File: src/design/pdw_ram.sv
module pdw_ram #(
  parameter int WIDTH = 8,
  parameter int DEPTH = 128
) (
  input  logic                     clk,
  input  logic                     we,
  input  logic [$clog2(DEPTH)-1:0] waddr,
  input  logic [WIDTH-1:0]         wdata,
  input  logic [$clog2(DEPTH)-1:0] raddr,
  output logic [WIDTH-1:0]         rdata
);

  logic [WIDTH-1:0] mem [DEPTH];

  // One write port and one registered read port.
  always_ff @(posedge clk) begin
    if (we) begin
      mem[waddr] <= wdata;
    end
    rdata <= mem[raddr];
  end

endmodule

File: config.mk
export PLATFORM = sky130hd
export DESIGN_NAME = pdw_ram
export DESIGN_NICKNAME = d
export VERILOG_FILES = /design/src/design/pdw_ram.sv
export SDC_FILE = /design/constraint.sdc
export NUM_CORES = 1
export LEC_CHECK = 0
export BUFFER_PORTS_ARGS = -buffer_cell sky130_fd_sc_hd__clkbuf_2
export CAP_MARGIN = 20
export CORE_ASPECT_RATIO = 2
export CORE_UTILIZATION = 25
export CTS_CLUSTER_SIZE = 30
export DETAILED_ROUTE_END_ITERATION = 10
export HOLD_SLACK_MARGIN = 0.06
export SLEW_MARGIN = 20
export SYNTH_ARGS = -nofsm -noshare
export SYNTH_HDL_FRONTEND = slang
export SYNTH_SLANG_ARGS = --single-unit
export TNS_END_PERCENT = 100
File: constraint.sdc
create_clock -name clk -period 5.2 [get_ports clk]
set_input_delay 0.78 -clock clk [delete_from_list [all_inputs] [get_ports clk]]
set_output_delay 0.78 -clock clk [all_outputs]
set_load 0.05 [all_outputs]
Word-level counts from Yosys, hierarchy flattened
Memory sizes are Yosys's and may differ from the RTL's. A register that Yosys moved wholly into a read port is not among the register bits.
Cells that the tools add are included.
{"block": "totals", "ff_bits": 0, "in_bits": 24, "out_inout_bits": 8, "mem_bits_rw": 1024, "memories": 1, "wordCells": 3}
{"memory": "mem", "words": 128, "width": 8, "read_ports": 1, "rd_ports_with_merged_regs": 1, "write_ports": 1, "line_no": "13", "rtl": "logic [WIDTH-1:0] mem [DEPTH];"}
{"block": "classes", "n_mux": 2}
{"operator": "1-bit two-way mux", "count": 2}

Logic depth before layout (Yosys ltp)
{"block": "logic_depth", "depth_word": 2, "mapped_depth": 7, "mapped_depth_nobuf": 4}

Worst setup path after synthesis
No wires, ideal clock.
{"block": "synth_path", "path_kind": "input port to flip-flop", "start": "input port raddr[0]", "end": "register rdata[0] (read register of mem)", "cell_stages": 6, "path_slack_ns": 1.916, "t_required_ns": 5.079, "arrival_ns": 3.163, "path_buffers": 2, "setup_time_ns": 0.121, "cell_sequence": "clkbuf_1 -> buf_1 -> mux4_2 -> mux4_2 -> mux4_2 -> mux2_2"}
{"element": "start: declaration", "line_no": "9", "rtl": "input logic [$clog2(DEPTH)-1:0] raddr,"}
{"element": "end: declaration", "line_no": "10", "rtl": "output logic [WIDTH-1:0] rdata"}

==> out/results.tsv <==
metric	value	unit
die_h	565	µm
cp_data_required_time	5.73	ns
crit_slowest_cell	mux4_2	
syn-cell-area	0.0397	mm²
crit_path_end_kind	register	
ff_latch_area	0.0309	mm²
max_stage_delay	0.64	ns
status	completed	
tightest_slew	1.16	ns
dpl.hpwl	66.8	mm
synth-seq-cells	1032	
syn-num-nets	1659	
clkPwrFrac	38.5	%
fin_crit_sh	61.0	%
synth_compound_area_share	0	%
cts_buffers	82	
switching_share	21.5	%
total_leakage_power	13.3	nW
die_area	0.160	mm²
critPathLaunch	raddr[0]	
min_path_type	in -> reg	
areaGrowthSynthToFinish	14.2	%
multiInputGateArea	0.00840	mm²
cts_tree	built	
synthMuxAreaShare	19.3	%
start_util	25.2	%
insertion_delay	0.65	ns
firstDrtPassIters	4	
total_power	16.5	mW
intPower	12.9	mW
skew	0.0145	ns
rsz0062_at_grt	no	
post_cts_buffers	0	
ant_nets	0	
final_nets	1738	
path_common_cell	mux4_2	
ctsHoldBuffers	0	
wl_per_cell	25.7	µm
cts.sinks	1032	
worst_hold_startpoint	wdata[5]	
yosysSeqAreaShare	77.9	%
final_common_cell	edfxtp_1	
synth_top_family_by_area	multiplexers	
finalSetupTns	0	ns
drv_slew	0	
antenna_found_initial	6	
cts_root_buf	clkbuf_16	
placed_cell_area	0.0426	mm²
finalCriticalPeriod	3.17	ns
cts_buffer_depth	3	
dieWidth	284	µm
path_clk_slew	0.07	ns
combPwrFrac	5.5	%
powerDensity	363	mW/mm²
worstPathCellList	buf_8 > buf_12 > mux4_2 > mux4_2 > mux4_2 > mux2_2	
critPathKind	in -> reg	
synth_xor_area_share	0	%
yosysWarnings	0	
route.vias.total	17100	
crit_path_max_fanout	38	
r2r_start	mem[118][4]$_DFFE_PP_	
via_per_inst	4.44	
design_area	0.0453	mm²
cap_viol_max_count	0	
totalWireLength	99.0	mm
drt_iter0_drc	1373	
grt_max_degree	86	
ys_types	17	
drc_errors	0	
gp_congestion	0.801	
core_area	0.157	mm²
fill_cells	15000	
io_pins	32	
arrival	3.70	ns
htreeDepth	3	
synth_simple_gate_area_share	1.76	%
crit_family	multiplexers	
power.share.sequential	56.0	%
cp.buffers_inverters	2	
finalSetupViolCount	0	
numPortBuffers	31	
fin_util	28.8	%
syn_area_per_cell	24.3	µm²
finalHoldViolCount	0	
max_freq	315	MHz
grt_overflow	0	
peakVddDrop	0.219	mV
drive_above_1_share	31.1	%
grt_pass1_wl	142	mm
most-common-layout-cells	edfxtp_1, mux4_2, nor2_1	
rows	206	
worstSetupStartpointType	input pin	
first_global_vias	18900	
post_cts_resized	0	
power_switching	3.53	mW
slew_headroom	22.7	%
grt_use_total	12.4	%
synth_adder_area_share	0	%
syn_inst	1635	
## power by group through the flow
stage | sequential (mW) | clock (mW) | combinational, mW
floorplan | 9.41 | 0 | 0.464
global placement | 9.40 | 0 | 0.913
detailed placement | 9.40 | 0 | 0.932
CTS | 9.21 | 6.45 | 0.933
global route | 9.21 | 6.69 | 0.952
finish | 9.21 | 6.34 | 0.909
## layer usage
metal	GRT usage [%]	vias up	wire, µm
met5	0	-	39
met4	6.78	8	5570
met3	1.68	161	3790
met2	24.7	441	57500
met1	12.0	9382	32200
li1	-	7150	-
## registers in the layout, indices dropped and copies added (netlist names)
name / cells
mem: 1024
rdata: 8
## logic make-up (layout without fill, tap and decap cells)
family | after synthesis | after routing
other | 0 | 1
DFF | 1032 | 1032
and+or+nand+nor | 170 | 170
buffers and inverters | 89 | 234
muxes | 344 | 344
## per-stage QoR
stage | hold WS (ns) | instances | setup WS (ns)
2_1_floorplan | 0.879 | 1635 | 1.92
3_5_place_dp | 1.13 | 3710 | 1.32
5_1_grt | 0.666 | 3861 | 1.97
3_3_place_gp | 1.14 | 3710 | 1.32
4_1_cts | 0.633 | 3860 | 2.01
6_report | 0.650 | 3861 | 2.03
## cells in the mapped netlist
| library cell | n | area [µm²] |
|---|---|---|
| nand2b_1 | 2 | 12.5 |
| edfxtp_1 | 1024 | 30700 |
| buf_6 | 1 | 11.3 |
| buf_2 | 15 | 75.1 |
| nand3_1 | 12 | 60.1 |
| or3_1 | 1 | 6.26 |
| nand4_1 | 3 | 18.8 |
| nor2_1 | 122 | 458 |
| nor2b_1 | 7 | 43.8 |
| mux2_2 | 8 | 90.1 |
| nor3_1 | 9 | 45.0 |
| dfxtp_1 | 8 | 160 |
| mux4_2 | 336 | 7570 |
| clkbuf_1 | 44 | 165 |
| buf_1 | 18 | 67.6 |
| nand2_1 | 14 | 52.6 |
| buf_4 | 11 | 82.6 |
## final timing paths
kind	to	slack (ns)	cells past startpoint
min	mem[106][5]$_DFFE_PP_	0.65	1
max reg2reg	rdata[4]$_DFF_P_	2.66	4
max	rdata[4]$_DFF_P_	2.03	6
min reg2reg	rdata[1]$_DFF_P_	1.14	4
## area by class of cell
| cell class | count | share of cell area, % |
|---|---|---|
| flip-flops and latches | 1032 | 68.3 |
| multi-input cells | 514 | 18.6 |
| well taps | 2080 | 5.75 |
| clock buffers | 105 | 4.84 |
| repair buffers | 84 | 1.59 |
| clock inverters | 45 | 1.01 |
| diodes | 1 | 0.00553 |
## worst register-to-register path: stages (launching register included)
cell,delay [ns]
edfxtp_1,0.37
mux4_2,0.55
mux4_2,0.64
mux4_2,0.58
mux2_2,0.30
Note: power is estimated with default switching activity, not from simulation.
