==> src/design/pdw_pkg.sv <==
package pdw_pkg;

  // Window geometry
  localparam int CAPACITY = 128;
  localparam int IDX_W    = $clog2(CAPACITY);
  localparam int OCC_W    = $clog2(CAPACITY + 1);
  localparam int DIG_W    = 160;

  // Register and field constants
  localparam logic [7:0] LIMIT_RESET = 8'd100;
  localparam logic [1:0] KIND_DATA   = 2'd1;

  // Verdict codes
  localparam logic [1:0] VERDICT_NEW     = 2'd0;
  localparam logic [1:0] VERDICT_DUP     = 2'd1;
  localparam logic [1:0] VERDICT_IGNORED = 2'd2;

  typedef logic [DIG_W-1:0] digest_t;
  typedef logic [IDX_W-1:0] slot_t;
  typedef logic [OCC_W-1:0] occ_t;

  typedef enum logic [2:0] {
    ST_IDLE,
    ST_SCAN,
    ST_UPDATE,
    ST_APPEND,
    ST_DONE
  } state_t;

  // Memory port controls from the sequencer
  typedef struct packed {
    logic    dig_we;
    logic    rank_we;
    slot_t   waddr;
    slot_t   raddr;
    digest_t wdig;
    slot_t   wrank;
  } mem_req_t;

endpackage

==> src/design/pdw_seq.sv <==
module pdw_seq
  import pdw_pkg::*;
(
  input  logic        clk,
  input  logic        rst,
  input  logic [31:0] digest_high,
  input  logic [63:0] digest_mid,
  input  logic [63:0] digest_low,
  input  logic [1:0]  frame_kind,
  input  logic        packet_empty,
  input  logic        in_valid,
  output logic        in_stall,
  output logic        out_valid,
  input  logic        out_stall,
  output logic [1:0]  verdict,
  input  occ_t        limit,
  input  digest_t     dig_q,
  input  slot_t       rank_q,
  output mem_req_t    req
);

  state_t   state;
  state_t   state_next;
  digest_t  key;
  logic [1:0] verd;
  occ_t     occ;
  occ_t     idx;
  logic     pend;
  slot_t    pend_addr;
  slot_t    rnk;

  logic accept;
  logic ignore;
  logic match;
  logic last;
  logic issue;
  logic load;
  logic full;

  assign accept = in_valid && !in_stall;
  assign ignore = packet_empty || (frame_kind != KIND_DATA);
  assign match  = (dig_q == key);
  assign last   = (OCC_W'(pend_addr) == occ - OCC_W'(1));
  assign issue  = (idx < occ);
  assign load   = !out_valid || !out_stall;
  assign full   = (occ >= limit);
  assign in_stall = (state != ST_IDLE);

  // Next state
  always_comb begin
    state_next = state;
    case (state)
      ST_IDLE: begin
        if (accept) begin
          if (ignore) begin
            state_next = ST_DONE;
          end else if (occ == '0) begin
            state_next = ST_APPEND;
          end else begin
            state_next = ST_SCAN;
          end
        end
      end
      ST_SCAN: begin
        if (pend && match) begin
          state_next = ST_UPDATE;
        end else if (pend && last) begin
          state_next = full ? ST_UPDATE : ST_APPEND;
        end
      end
      ST_UPDATE: begin
        if (pend && last) begin
          state_next = ST_DONE;
        end
      end
      ST_APPEND: state_next = ST_DONE;
      ST_DONE: begin
        if (load) begin
          state_next = ST_IDLE;
        end
      end
      default: state_next = ST_IDLE;
    endcase
  end

  // Memory port controls. The rewrite sweep closes the gap at the removed
  // rank and gives the touched slot the newest rank.
  always_comb begin
    req       = '0;
    req.raddr = idx[IDX_W-1:0];
    req.wdig  = key;
    case (state)
      ST_UPDATE: begin
        req.waddr   = pend_addr;
        req.dig_we  = pend && (rank_q == rnk);
        req.rank_we = pend && (rank_q >= rnk);
        req.wrank   = (rank_q == rnk) ? IDX_W'(occ - OCC_W'(1)) : rank_q - IDX_W'(1);
      end
      ST_APPEND: begin
        req.waddr   = occ[IDX_W-1:0];
        req.dig_we  = 1'b1;
        req.rank_we = 1'b1;
        req.wrank   = occ[IDX_W-1:0];
      end
      default: begin
        req.dig_we  = 1'b0;
        req.rank_we = 1'b0;
      end
    endcase
  end

  // State and window occupancy
  always_ff @(posedge clk) begin
    if (rst) begin
      state <= ST_IDLE;
      occ   <= '0;
      pend  <= 1'b0;
    end else begin
      state <= state_next;
      if (state == ST_APPEND) begin
        occ <= occ + OCC_W'(1);
      end
      case (state)
        ST_SCAN: begin
          if ((pend && match) || (pend && last)) begin
            pend <= 1'b0;
          end else begin
            pend <= issue;
          end
        end
        ST_UPDATE: begin
          if (pend && last) begin
            pend <= 1'b0;
          end else begin
            pend <= issue;
          end
        end
        default: pend <= 1'b0;
      endcase
    end
  end

  // Item key, sweep counter and removed rank
  always_ff @(posedge clk) begin
    case (state)
      ST_IDLE: begin
        if (accept) begin
          key  <= {digest_high, digest_mid, digest_low};
          verd <= ignore ? VERDICT_IGNORED : VERDICT_NEW;
          idx  <= '0;
        end
      end
      ST_SCAN: begin
        if (pend && match) begin
          rnk  <= rank_q;
          verd <= VERDICT_DUP;
          idx  <= '0;
        end else if (pend && last) begin
          rnk <= '0;
          idx <= '0;
        end else begin
          pend_addr <= idx[IDX_W-1:0];
          if (issue) begin
            idx <= idx + OCC_W'(1);
          end
        end
      end
      ST_UPDATE: begin
        pend_addr <= idx[IDX_W-1:0];
        if (issue) begin
          idx <= idx + OCC_W'(1);
        end
      end
      default: begin
        idx <= idx;
      end
    endcase
  end

  // Output register
  always_ff @(posedge clk) begin
    if (rst) begin
      out_valid <= 1'b0;
    end else if ((state == ST_DONE) && load) begin
      out_valid <= 1'b1;
    end else if (!out_stall) begin
      out_valid <= 1'b0;
    end
  end

  always_ff @(posedge clk) begin
    if ((state == ST_DONE) && load) begin
      verdict <= verd;
    end
  end

endmodule

==> config.mk <==
export PLATFORM = sky130hd
export DESIGN_NAME = pdw_seq
export DESIGN_NICKNAME = d
export VERILOG_FILES = /design/src/design/pdw_pkg.sv /design/src/design/pdw_seq.sv
export SDC_FILE = /design/constraint.sdc
export NUM_CORES = 1
export LEC_CHECK = 0
export BUFFER_PORTS_ARGS = -buffer_cell sky130_fd_sc_hd__buf_2
export CAP_MARGIN = 20
export CORE_AREA = 2 2 208 210
export CTS_CLUSTER_SIZE = 28
export DETAILED_ROUTE_END_ITERATION = 12
export DIE_AREA = 0 0 210 212
export HOLD_SLACK_MARGIN = 0.1
export SYNTH_ARGS = -nofsm -noshare
export SYNTH_HDL_FRONTEND = slang
export SYNTH_SLANG_ARGS = --single-unit
==> constraint.sdc <==
create_clock -name clk -period 29.5 [get_ports clk]
set_input_delay 1.475 -clock clk [delete_from_list [all_inputs] [get_ports clk]]
set_output_delay 1.475 -clock clk [all_outputs]
set_load 0.01 [all_outputs]
# After elaboration in Yosys (flattened, before gate mapping)
# Index checks and enable logic that the tools add are counted.
# totals
regBits	199
latch_bits	0
ramBits	0
romBits	0
inputBits	342
out_inout_bits	187
elab_cells	90
memories	0
# classes
add_sub_neg	4
n_mul	0
div_mod_pow	0
n_lt_le_gt_ge	3
n_eq_ne	16
n_shift	0
n_mux	32
n_bitwise	0
n_reduce_logical	25
# ops
operator	count
equality test 160 bit	1
case mux 7 bit (2 select lines)	3
2-to-1 mux 7 bit	5
2-to-1 mux 8 bit	4
case mux 8 bit (3 select lines)	1
2-to-1 mux 3 bit	6
adder 8 x 1 -> 8 bit, second input constant	2
case mux 3 bit (5 select lines)	1
inequality test 2 bit, second input constant	6
equality test 7 x 8 -> 1 bit	1
>= comparator 8 bit	1
zero test 8 bit	1
less-than comparator 8 bit	1
2-to-1 mux 2 bit	4
case mux 2 bit (2 select lines)	2
subtractor 8 x 1 -> 8 bit, second input constant	1
equality test 7 bit	1
>= comparator 7 bit	1
subtractor 7 x 1 -> 7 bit, second input constant	1
equality test 3 x 2 -> 1 bit, second input constant	2
logical AND 1 bit	6
AND reduction 2 bit	3
AND reduction 3 bit	2
nonzero test 2 bit	3
11 further kinds	21

# Depth between registers and ports, before layout
# Gate-level depths: netlist of the first run.
# logic_depth
depth_word	6
ltp_mapped	10
ltp_nobuf	9

# Worst setup path after synthesis of the first run
# No wires, ideal clock.
# synth_path
path_kind	input to register
start	input in_valid
end	register state[1]
setup_time_ns	0.079
t_arrival_ns	13.455
t_required_ns	29.421
slack_ns	15.966
cell_stages	6
n_path_buf	0
path_cell_list	nand2b_1 > nor3_1 > nand2_1 > nor2_1 > a21oi_1 > o211ai_1
# synth_between
elab_chain_len	3
# synth_lines
item	line_no	text
from (decl)	pdw_seq.sv:11	input logic in_valid,
logical AND 1 bit	pdw_seq.sv:40	assign accept = in_valid && !in_stall;
inequality test 2 bit (no line)	n/a	
AND reduction 4 bit (no line)	n/a	
to (signal assigned)	pdw_seq.sv:119	state <= state_next;
to (decl)	pdw_seq.sv:22	state_t state;
# No other way between the ends.
# A chain may end at the register's enable or synchronous reset.

==> results of run 1 <==
-- per-stage QoR --
step	hold WS (ns)	total power [mW]
final	0.4249	0.7035
after global placement	0.4093	0.4643
after CTS	0.4277	0.7114
after global routing	0.4341	0.7289
after detailed placement	0.4089	0.4665
after floorplan	0.4003	0.4032
-- Yosys cell counts, types with 3 or more instances --
library cell / number
a2111oi_0: 16
o2111a_1: 5
a2111oi_2: 3
nor2_1: 29
nand4_1: 36
o21a_1: 3
o21ai_0: 28
xor2_1: 47
nand3_1: 17
o21ai_1: 3
or3_1: 7
xnor2_1: 65
a22o_1: 3
nor2b_1: 56
and2_1: 8
nor3_1: 13
nor4_1: 13
a221oi_1: 4
dfxtp_1: 13
nand2b_1: 33
o22ai_1: 17
nand2_1: 32
o211ai_1: 5
ha_1: 27
edfxtp_1: 186
clkbuf_1: 11
inv_2: 4
buf_4: 7
or4_1: 7
a21oi_1: 20
a21o_1: 4
nor4_2: 3
inv_1: 60
-- final cells by class --
| cell class | count | share of cell area |
|---|---|---|
| antenna | 2 | 0.0003598 |
| sequential | 199 | 0.4203 |
| tap | 546 | 0.04912 |
| clock inverter | 15 | 0.01169 |
| inverter | 65 | 0.01754 |
| timing repair buffer | 535 | 0.1939 |
| clock buffer | 17 | 0.03059 |
| multi-input combinational | 542 | 0.2765 |
-- registers in the layout, summed over array words and instances (netlist names) --
register	cells
pend	1
idx	8
state	3
verdict	2
key	160
occ	8
rnk	7
verd	2
out_valid	1
pend_addr	7
-- power by group --
part           total [mW]  leakage, nW  internal (mW)  switching [mW]
clock network       0.245        0.292          0.121           0.124
logic               0.111         3.65         0.0475          0.0638
registers           0.348         1.91          0.332          0.0161
-- per-layer routing --
| layer | GRT usage | vias up |
|---|---|---|
| met1 | 0.2344 | 4302 |
| met2 | 0.3233 | 350 |
| li1 | - | 4139 |
| met3 | 0.04668 | 54 |
| met5 | 0 | - |
| met4 | 0.06236 | 4 |
-- worst register-to-register path, cell delays in order (launching register included) --
cell and delay [ns]:
edfxtp_1 0.43, nor2b_1 0.24, a2111oi_0 0.91, nand4_1 0.34, nor4_1 0.44, nand4_2 0.33
nor2_1 0.46, o21a_1 0.34
-- worst max-delay path by stage --
stage | start | to | slack, ns | depth (start not counted)
floorplan | in_valid | state[1] | 15.97 | 6
global placement | dig_q[45] | rnk[2] | 24.40 | 8
detailed placement | rank_q[0] | req[3] | 24.56 | 10
CTS | rank_q[0] | req[3] | 24.54 | 10
global route | rank_q[0] | req[3] | 24.34 | 10
finish | rank_q[0] | req[3] | 24.55 | 10
-- cell families after synthesis --
family / count (synthesis)
compound gates: 128
xor+xnor: 112
fa+ha+maj: 27
buf+inv: 85
flops: 199
mux: 3
simple gates: 272
==> reports/metrics.cfg, run 1 <==
[clock_tree]
htreeDepth=4
tritoncts=done
cts.path.max_buffers=2
cts.sinks=199
clk_latency_ns=0.47
cts-root-buf=clkbuf_16
clk_pin_slew_ns=0.08
ctsHoldBuffers=0
post-cts-setup-buffers=0
cts_made_buffers=17
ctsResizeCount=0

[yosys]
synth-compound-area-share=0.08929
synth_edf_count=186
ys_top_cells_by_area=edfxtp_1 56%, xnor2_1 5.7%, xor2_1 4.1%, nor2b_1 3.5%, ha_1 3.4%
syn_area_mm2=0.01003
ys.flop_type=edfxtp_1
post-synth-top-area-fraction=0.5567
synth_top_area_cell=edfxtp_1
netlist_instances=826
synth-seq-cells=199
synth.area.mux_share=0.003118
ys.warnings.count=0
yosysSeqAreaShare=0.5826
synth_cell_types=62
synthArstFlopShare=0
synth-xor-area-share=0.09777
synth-simple-area-share=0.1589
syn-num-nets=1195
synth_top_family_by_area=simple AND/OR/NAND/NOR gates
syn_avg_cell_area_um2=12.15
synth_fa_ha_area_frac=0.03367

[sta]
finalClockSkew_ns=0.01621
finalWorstSetupSlack_ns=24.55
hold_viol=0
fin_setup_tns_ns=0
period_needed_ns=4.955
maxSlewHeadroom=0.2021
fmax_mhz=201.8
worst_slew_pin_slew_ns=1.197
setup_violations=0
rsz0062_at_grt=no
period_share=0.1680
final_max_slew_viol_count=0

[final_layout]
layout.nets=1729
fin_cells=1921
post-route-util=0.3272
drive_above_1_share=0.4239
multiInputGateArea_mm2=0.003846
seq_area_mm2=0.005846
final_cell_area_mm2=0.01391
fillerInstances=4393
area_growth_pct=38.62
final_cell_mix=531 x buf_2, 186 x edfxtp_1, 65 x xnor2_1, 60 x inv_1, 56 x nor2b_1
layout_commonest_cell=buf_2

[routing]
topRoutingLayerUsed=met5
first_pass_iters=5
wl_met3_um=2702
via_per_inst=4.606
ant_nets=0
dr_wl_met2_um=21430
avgRoutedWirePerCell_um=22.38
vias=8849
drc=0
drtIter0Drc=679
drt-met1-wl_um=17750
finalWirelength_um=42990

[worst_setup_path]
required_ns=28.02
crit_type=in -> out
crit_slowest_cell=nor2_1
slowest_delay_ns=0.71
crit_chain=buf_2 -> inv_1 -> ha_1 -> nand4_1 -> nor2_1 -> nand2_1 -> o21ai_0 -> nand2_1 -> o21ai_0 -> buf_2
reg2reg_from=key[30]
arrival_ns=3.48
reg2regPathDepth=7
cp_top_family=simple AND/OR/NAND/NOR gates
start_kind=input pin
reg2reg_to=rnk[0]
cp.buffers_inverters=3
end_kind=primary output
path_max_fanout=17
regToRegSetupSlack_ns=25.70

[place]
hpwl_um=36250
placed_cells_incl_taps=1887
placed_cell_area_mm2=0.01332
pre_cts_slack_ns=24.56
gp_congestion=0.9538
portBuffers=528

[floorplan]
io_pins=529
rows=76
initial_core_util=0.2360
core_area_mm2=0.04251
chipWidth_um=210
fp.dieArea_mm2=0.04452
die_h_um=212

[min_path]
hold_class=reg -> reg
hold_depth=0
min_to=verdict[1]
min-delay-start=verd[1]

[status]
outcome=complete, no violations

[global_route]
grt_pass1_vias=8916
overflow=0
track_usage=0.1892
antenna_found_initial=4
grt_pass1_wl_um=60110
grt_max_degree=162

[power]
ir_worst_vdd_mv=0.04041
p_leak_nw=5.848
powerDensity_mw_per_mm2=50.58

[flow_run]
drv_cap=0

Note: power is estimated with default switching activity, not from simulation.
==> run 2: changes to the inputs <==
--- a/config.mk
+++ b/config.mk
@@ -5,12 +5,13 @@
 export SDC_FILE = /design/constraint.sdc
 export NUM_CORES = 1
 export LEC_CHECK = 0
+export ABC_AREA = 1
 export BUFFER_PORTS_ARGS = -buffer_cell sky130_fd_sc_hd__buf_2
 export CAP_MARGIN = 20
-export CORE_AREA = 2 2 208 210
+export CORE_AREA = 2 2 207 209
 export CTS_CLUSTER_SIZE = 28
 export DETAILED_ROUTE_END_ITERATION = 12
-export DIE_AREA = 0 0 210 212
+export DIE_AREA = 0 0 209 211
 export HOLD_SLACK_MARGIN = 0.1
 export SYNTH_ARGS = -nofsm -noshare
 export SYNTH_HDL_FRONTEND = slang
==> constraint.sdc (replaced) <==
create_clock -name clk -period 4.73 [get_ports clk]
set_input_delay 0.2365 -clock clk [delete_from_list [all_inputs] [get_ports clk]]
set_output_delay 0.2365 -clock clk [all_outputs]
set_load 0.01 [all_outputs]
==> reports/metrics.cfg, run 2 <==
[floorplan]
io_pins=529
die_h_um=211
chipWidth_um=209
initial_core_util=0.2810
core_area_mm2=0.04176
fp.dieArea_mm2=0.04410
rows=75

[sta]
period_needed_ns=3.357
worst_slew_pin_slew_ns=0.8378
setup_violations=0
fin_setup_tns_ns=0
maxSlewHeadroom=0.4374
period_share=0.7096
rsz0062_at_grt=no
hold_viol=0
timing.hold.ws_ns=0.1469
fmax_mhz=297.9
finalClockSkew_ns=0.02768
final_max_slew_viol_count=0

[routing]
finalWirelength_um=57050
drc=0
vias=12650
via_per_inst=4.633
topRoutingLayerUsed=met5
avgRoutedWirePerCell_um=20.89
first_pass_iters=6
dr_wl_met2_um=27320
drt-met1-wl_um=23770
wl_met3_um=4453
ant_nets=0
drtIter0Drc=950

[yosys]
synth_edf_count=186
post-synth-top-area-fraction=0.4761
syn-num-nets=1837
synth_common_cells=419 x nand2_1, 325 x inv_1, 186 x edfxtp_1
syn_area_mm2=0.01173
syn_avg_cell_area_um2=7.992
yosysSeqAreaShare=0.4982
synth_top_area_cell=edfxtp_1
synth_cell_types=46
ys.warnings.count=0
synth-seq-cells=199
yosys.cell_count.top_type=nand2_1
ys.flop_type=edfxtp_1
ys_top_cells_by_area=edfxtp_1 48%, nand2_1 13%, inv_1 10%, nor2_1 5.3%, nand4_1 3.2%
netlist_instances=1468
synthArstFlopShare=0

[flow_run]
drv_cap=0

[final_layout]
layout.nets=2540
top_regs=key x160, idx x8, occ x8
final_cell_mix=528 x buf_2, 419 x nand2_1, 325 x inv_1, 186 x edfxtp_1, 165 x nor2_1
largest_reg_flops=160
area_growth_pct=47.47
drive_above_1_share=0.2683
largest-register=key
layout_commonest_cell=buf_2

[clock_tree]
tritoncts=done
cts-root-buf=clkbuf_16
clk_pin_slew_ns=0.08
cts.path.max_buffers=2
htreeDepth=4
clk_latency_ns=0.50
cts_made_buffers=17
cts.sinks=199
post-cts-setup-buffers=0
ctsResizeCount=0

[place]
portBuffers=528
gp_congestion=0.9150
hpwl_um=48090

[min_path]
min-delay-start=rank_q[4]
min_to=rnk[4]
hold_class=in -> reg
hold_depth=3

[power]
p_leak_nw=8.739
ir_worst_vdd_mv=0.3008
powerDensity_mw_per_mm2=406.8

[global_route]
grt_pass1_vias=12710
antenna_found_initial=11
grt_max_degree=56
grt_pass1_wl_um=80990
track_usage=0.2570
overflow=0

[worst_setup_path]
required_ns=4.85
reg2reg_to=rnk[5]
arrival_ns=3.48
end_kind=flop
crit_type=reg -> reg
reg2regPathDepth=7
start_kind=flop
reg2reg_from=key[153]
path_max_fanout=8
regToRegSetupSlack_ns=1.37

[status]
outcome=complete, no violations

==> run 2: cell types whose count changed in the layout (fill, tap and decap cells not counted), moves of 15 or more <==
cell	before	now
inv_1	60	325
xnor2_1	65	32
nand3_1	17	34
nor2b_1	56	0
nand4_1	36	60
a2111oi_0	15	0
nand2b_1	33	0
nand2_1	32	419
nor2_1	29	165
xor2_1	47	19
dlygate4sd3_1	0	163
==> run 2: per-layer routing <==
layer | vias to the layer above | track usage
met5 | - | 0
met4 | 4 | 0.08670
met3 | 69 | 0.06140
met2 | 582 | 0.4353
met1 | 5910 | 0.3218
li1 | 6089 | -
==> run 2: repair_timing <==
item,in CTS,in global routing
setup endpoints to repair,0,0
endpoints found under the hold margin,168,0
hold buffers,163,0
==> run 2: cell families (layout without fill, tap and decap cells) <==
kind of cell,count (synthesis),count (layout),share of synthesized area
flops,199,199,0.4982
simple gates,741,741,0.2691
fa+ha+maj,27,27,0.02879
compound gates,106,106,0.05290
xor+xnor,51,51,0.03807
other cells,0,8,0
buf+inv,344,1060,0.1129
==> run 2: worst max-delay path: stages, from the launching register on <==
cell and delay, ns:
edfxtp_1 0.41, nand2_1 0.39, nand4_1 0.16, nor4_1 0.71, nand4_1 0.25, nor2_1 0.16
nand3_1 0.27, a21oi_1 0.62
==> run 2: stage by stage <==
step	worst slack (ns)	util	instances	instance area [µm²]	total power, mW
2_1_floorplan	0.8859	-	1468	11740	4.169
3_3_place_gp	1.468	0.3599	2527	15030	5.307
3_5_place_dp	1.392	0.3604	2528	15050	5.358
4_1_cts	1.372	0.4138	2723	17280	7.061
5_1_grt	0.9012	0.4142	2729	17300	7.402
6_report	1.374	0.4143	2731	17300	7.037
==> run 2: worst max path at each step <==
| stage | endpoint | cells past startpoint | slack [ns] | start |
|---|---|---|---|---|
| floorplan | idx[0] | 5 | 0.89 | state[2] |
| detailed placement | rnk[3] | 7 | 1.39 | key[153] |
| finish | rnk[5] | 7 | 1.37 | key[153] |
| global placement | rnk[3] | 7 | 1.47 | key[153] |
| CTS | rnk[5] | 7 | 1.37 | key[153] |
| global route | rnk[5] | 7 | 0.90 | key[153] |
==> run 2: final cells by class <==
cell class                 count  area, µm²
inverter                     333       1250
fill                        4189      24460
antenna                        8      20.02
tap                          539      674.4
multi-input combinational    925       4569
sequential                   199       5846
clock buffer                  17      425.4
clock inverter                15      175.2
timing repair buffer         695       4342
==> run 2: report_power, final <==
part / internal (mW) / switching (mW) / leakage [nW]
Clock: 0.835 / 0.746 / 0.290
Combinational: 0.903 / 1.70 / 6.61
Sequential: 2.50 / 0.355 / 1.84
Total: 4.24 / 2.80 / 8.74
